### config.mk
export PLATFORM = sky130hd
export DESIGN_NAME = iprbc_rule_alu
export DESIGN_NICKNAME = d
export VERILOG_FILES = /design/src/hw/rtl/iprbc_pkg.sv /design/src/hw/rtl/iprbc_rule_alu.sv
export SDC_FILE = /design/constraint.sdc
export NUM_CORES = 1
export LEC_CHECK = 0
export ABC_AREA = 1
export BUFFER_PORTS_ARGS = -buffer_cell sky130_fd_sc_hd__buf_2
export CAP_MARGIN = 10
export CORE_AREA = 2 2 132 134
export DETAILED_ROUTE_END_ITERATION = 16
export DIE_AREA = 0 0 134 136
export PLACE_DENSITY = 0.5
export SLEW_MARGIN = 5
export SYNTH_ARGS = -nofsm -noshare
export SYNTH_HDL_FRONTEND = slang
export SYNTH_SLANG_ARGS = --single-unit
export TNS_END_PERCENT = 30
### constraint.sdc
create_clock -name vclk -period 5.4
set_input_delay 1.08 -clock vclk [all_inputs]
set_output_delay 1.08 -clock vclk [all_outputs]
set_load 0.02 [all_outputs]
### src/hw/rtl/iprbc_pkg.sv
`default_nettype none

package iprbc_pkg;

   localparam int unsigned PROTO_W   = 8;
   localparam int unsigned RULE_W    = 8;
   localparam int unsigned VERDICT_W = 64;
   localparam int unsigned BIT_IDX_W = $clog2(VERDICT_W);
   localparam int unsigned TBL_DEPTH = 1 << PROTO_W;

   // rule bits at or above this count are rejected
   localparam logic [RULE_W-1:0] RULE_COUNT = RULE_W'(64);

   typedef enum logic [1:0] {
      MODE_SEARCH = 2'd0,
      MODE_ADD    = 2'd1,
      MODE_DELETE = 2'd2,
      MODE_RSVD   = 2'd3
   } mode_type;

   typedef enum logic [1:0] {
      STATUS_OK      = 2'd0,
      STATUS_INVALID = 2'd1,
      STATUS_NONE    = 2'd2,
      STATUS_RSVD    = 2'd3
   } status_type;

   // write-back command from the rule update logic
   typedef struct packed {
      logic                 tbl_we;
      logic                 dflt_we;
      logic [VERDICT_W-1:0] data;
   } wr_cmd_type;

endpackage

`default_nettype wire

### src/hw/rtl/iprbc_rule_alu.sv
`default_nettype none

module iprbc_rule_alu (
   input  wire  [1:0]                      mode,
   input  wire  [iprbc_pkg::RULE_W-1:0]    rule_index,
   input  wire                             protocol_any,
   input  wire  [iprbc_pkg::VERDICT_W-1:0] verdict_in,
   input  wire  [iprbc_pkg::VERDICT_W-1:0] entry,
   input  wire  [iprbc_pkg::VERDICT_W-1:0] default_rules,
   input  wire                             learn_mode,
   output logic [1:0]                      status,
   output logic [iprbc_pkg::VERDICT_W-1:0] verdict_out,
   output iprbc_pkg::wr_cmd_type           wr_cmd
);
   import iprbc_pkg::*;

   logic [VERDICT_W-1:0] slot;
   logic [VERDICT_W-1:0] rule_bit;
   logic                 rule_ok;

   assign slot     = protocol_any ? default_rules : entry;
   assign rule_bit = VERDICT_W'(1) << rule_index[BIT_IDX_W-1:0];
   assign rule_ok  = rule_index < RULE_COUNT;

   always_comb begin
      status         = STATUS_OK;
      verdict_out    = verdict_in;
      wr_cmd.tbl_we  = 1'b0;
      wr_cmd.dflt_we = 1'b0;
      wr_cmd.data    = slot | rule_bit;
      unique case (mode)
         MODE_SEARCH: begin
            if (entry != '0) begin
               verdict_out = verdict_in & entry;
            end else if (learn_mode) begin
               verdict_out = '0;
            end else begin
               verdict_out = verdict_in & default_rules;
            end
         end
         MODE_ADD: begin
            if (!rule_ok) begin
               status = STATUS_INVALID;
            end else begin
               wr_cmd.tbl_we  = !protocol_any;
               wr_cmd.dflt_we = protocol_any;
            end
         end
         MODE_DELETE: begin
            wr_cmd.data = slot & ~rule_bit;
            if (!rule_ok) begin
               status = STATUS_INVALID;
            end else if ((slot & rule_bit) == '0) begin
               status = STATUS_NONE;
            end else begin
               wr_cmd.tbl_we  = !protocol_any;
               wr_cmd.dflt_we = protocol_any;
            end
         end
         default: begin
            status = STATUS_INVALID;
         end
      endcase
   end

endmodule

`default_nettype wire

### After elaboration in Yosys (flattened, before gate mapping)

Cells that the tools add are included.

| storage, ports and cells | value |
|---|---|
| bits in registers | 0 |
| bits in latches | 0 |
| RAM bits | 0 |
| bits in read-only memories | 0 |
| input bits | 204 |
| logic and storage cells | 27 |
| memories kept | 0 |

| operators by class | value |
|---|---|
| $add $sub $neg | 0 |
| multiply operators | 0 |
| divide/modulo/power cells | 0 |
| order comparisons | 1 |
| equal/unequal tests | 2 |
| shifts and indexed selects | 1 |
| mux-type cells | 13 |
| bitwise gates (word level) | 6 |
| reduce and logical (&&, ||, !) cells | 4 |

Operators with widths:

| cell | number |
|---|---|
| $mux 64 | 5 |
| $and 64x64->64 | 4 |
| $logic_not 64->1 | 1 |
| $not 64->64 | 1 |
| $or 64x64->64 | 1 |
| $reduce_bool 64->1 | 1 |
| $shl 1x6->64 const A | 1 |
| $mux 2 | 5 |
| $lt 8x7->1 const B | 1 |
| $pmux 2 s3 | 1 |
| $pmux 2 s2 | 1 |
| $eq 2x1->1 const B | 1 |
| $eq 2x2->1 const B | 1 |
| $logic_not 2->1 | 1 |
| $logic_not 1->1 | 1 |
| $mux 1 | 1 |

### Depth between registers and ports, before layout

| logic depth | value |
|---|---|
| depth after elaboration | 6 |
| gate-level depth with buffers | 15 |
| gate-level depth less buffers | 13 |

### Worst setup path before layout

Ideal clock, no wire load.

| timing path | value |
|---|---|
| path type | input to output |
| start point | input port rule_index[4] (netlist bit) |
| end point | output port wr_cmd[21] (netlist bit) |
| arrival | 2424 ps |
| required time | 4320 ps |
| setup slack | 1896 ps |
| stages | 5 |
| cell sequence | buf_2 > clkbuf_1 > clkbuf_1 > nand3_1 > o21ai_0 |

RTL lines:

| what | line | RTL |
|---|---|---|
| start, declared | iprbc_rule_alu.sv:5 | `input wire [iprbc_pkg::RULE_W-1:0] rule_index,` |
| end, declared | iprbc_rule_alu.sv:13 | `output iprbc_pkg::wr_cmd_type wr_cmd` |

### Worst setup path after layout

| timing path | value |
|---|---|
| start point | input port entry[57] (netlist bit) |
| end point | output port verdict_out[28] (netlist bit) |

| on the way | value |
|---|---|
| word-level cells in the longest chain between the ends | 3 |

Ends and longest elaborated chain:

| what | line | RTL |
|---|---|---|
| start, declared | iprbc_rule_alu.sv:8 | `input wire [iprbc_pkg::VERDICT_W-1:0] entry,` |
| $reduce_bool 64->1 | iprbc_rule_alu.sv:33 | `if (entry != '0) begin` |
| $mux 64 | iprbc_rule_alu.sv:33 |  |
| $mux 64 | iprbc_rule_alu.sv:31 | `unique case (mode)` |
| end, declared | iprbc_rule_alu.sv:12 | `output logic [iprbc_pkg::VERDICT_W-1:0] verdict_out,` |

No other way between the ends.

==> flow_summary.json <==
{
  "area.sequential_sq_um": 0,
  "use_met2": 0.397,
  "crit_required_ns": 4.32,
  "finalWorstSetupSlack_ns": 0.664,
  "drt-total-wl_microns": 22600,
  "antenna_cells": 0,
  "max_clock_freq_ghz": 0.211,
  "netlist-cell-type-count": 21,
  "yosysSeqAreaShare": 0,
  "detailed_router_s_first_iteration_violation_count": 470,
  "grt_start_max_net_pins": 65,
  "final_max_slew_viol_count": 0,
  "globalRouteTotalUtil": 0.227,
  "post_synthesis_to_final_layout_area_growth_pct": 43.0,
  "cp_num_buf_inv": 2,
  "drtPass1Iterations": 5,
  "worst_slew_pin_slew_ns": 1.08,
  "setup.worst_path.start_class": "primary input",
  "groute.layer.met1.usage": 0.311,
  "io_pins": 336,
  "status": "completed",
  "grt.busiest_layer": "met2",
  "syn-cell-area_sq_um": 4000,
  "hold_violations": 0,
  "fillCellCount": 2039,
  "starting_density_of_the_core": 0.237,
  "cp_data_arrival_time_ns": 3.66,
  "post_cts_hold_buffer_count": 0,
  "detailedPlacementHpwl_microns": 18000,
  "worst_path_max_delay_cell": "nand2_2",
  "die_height_microns": 136,
  "cellLeakagePower_nw": 3.10,
  "via_count": 6729,
  "power.ir.vdd_worst_uv": 73.6,
  "post-synth-top-area-fraction": 0.301,
  "gr-usage-met3": 0.0198,
  "antenna_violating_nets_post_route": 0,
  "grt_residual_overflow": 0,
  "post_drt_via_cell_ratio": 4.98,
  "p_per_area_nw_per_um2": 90.3,
  "grt_first_pass_wirelength_microns": 33000,
  "die_area_sq_um": 18200,
  "ys_top_cells_by_area": "nand2_1, o21ai_0, o21a_1",
  "portBuffers": 336,
  "syn_inst": 850,
  "cp_slowest_stage_delay_ns": 0.65,
  "final_layout_size_suffix_gt1_frac": 0.323,
  "route.detailed.drc": 0,
  "critical_path_class": "in2out",
  "hold_class": "in2out",
  "final.min_clock_period_ns": 4.74,
  "drt-wirelength-per-cell_microns": 16.7,
  "die_width_microns": 134,
  "design.core.area_sq_um": 16900,
  "nets": 1337,
  "final_min_period_over_clock_period": 0.877,
  "setup_tns_ns": 0,
  "report.final.setup_viol": 0,
  "slew_headroom": 0.278,
  "grt_antenna_before_repair": 0,
  "cap_viol_max_count": 0,
  "worstSetupEndpointType": "output port",
  "routabilityCongestion": 0.838,
  "cp_top_family": "simple AND/OR/NAND/NOR gates",
  "nFlopsAndLatches": 0,
  "postLayoutCoreUtil": 0.339,
  "row_count": 48,
  "min-delay-start": "verdict_in[3]",
  "crit_fanout": 63,
  "cts_setup_buffers": 0,
  "clockBufferCount": 0,
  "path_cells": "buf_2 -> nor4_1 -> nand4_1 -> nor2_1 -> nand2_2 -> o21ai_0 -> o21a_1 -> buf_2",
  "setup.worst_path.start": "entry[57]",
  "synthDominantAreaCellType": "nand2_1",
  "grt_pass1_vias": 5896,
  "rsz0062_at_grt": "false",
  "yosysWarnings": 0,
  "syn_area_per_cell_sq_um": 4.71,
  "dp_slack_ns": 0.705,
  "cts_resized": 0,
  "synth_nets": 1058,
  "worst_path_most_repeated_cell": "buf_2"
}
-- routing by layer --
metal	share of wire	up-vias
li1	-	3451
met1	0.46	3031
met2	0.48	227
met3	0.050	20
met4	0.015	0
met5	0	-
-- cell type report --
class,instances,area (sq um),area share
inverter,34,130,0.0227
multi-input combinational,751,3590,0.626
tap,225,282,0.0492
timing repair buffer,342,1730,0.302
-- stage by stage --
stage / area [sq um] / instances / total power [mW] / hold slack, ns
finish: 5720 / 1352 / 0.517 / 2.48
global route: 5720 / 1352 / 0.567 / 2.48
CTS: 5720 / 1352 / 0.518 / 2.48
detailed placement: 5720 / 1352 / 0.516 / 2.48
global placement: 5720 / 1352 / 0.515 / 2.48
floorplan: 4000 / 850 / 0.297 / 2.28
-- kinds of logic (layout without fill, tap and decap cells) --
family / count (synthesis) / after routing / synth area share
AOI/OAI and AO/OA: 213 / 213 / 0.306
buffers and inverters: 99 / 376 / 0.106
adders and majority gates: 4 / 4 / 0.0125
and+or+nand+nor: 534 / 534 / 0.575
-- power breakdown --
part           leakage, nW  switching, mW  internal (mW)
clock network            0              0              0
logic                 3.10          0.340          0.177
registers                0              0              0
total                 3.10          0.340          0.177
-- worst paths after layout --
kind | end | slack [ns] | depth (start not counted)
min | verdict_out[3] | 2.48 | 3
max | verdict_out[28] | 0.66 | 8
-- synthesized netlist by cell type (all sizes together) --
cell type / instances
a21oi: 16
a31oi: 2
and3: 1
buf: 31
clkbuf: 34
ha: 4
inv: 34
nand2: 321
nand3: 63
nand4: 61
nor2: 74
nor3: 3
nor4: 11
o21a: 63
o21ai: 132
-- cells in the final DEF (no fill, tap or decap) --
| cell type | instances |
|---|---|
| nand2_1 | 320 |
| nand4_1 | 61 |
| inv_1 | 28 |
| ha_1 | 2 |
| nand3_1 | 63 |
| a21oi_1 | 16 |
| ha_2 | 2 |
| inv_2 | 5 |
| buf_4 | 6 |
| nand2_2 | 1 |
| nor3_1 | 3 |
| o21a_1 | 63 |
| o21ai_1 | 1 |
| and3_1 | 1 |
| nor2_1 | 61 |
| o21ai_0 | 131 |
| nor2_2 | 13 |
| buf_2 | 336 |
| a31oi_1 | 2 |
| nor4_1 | 11 |
| inv_4 | 1 |
Note: power is estimated with default switching activity, not from simulation.
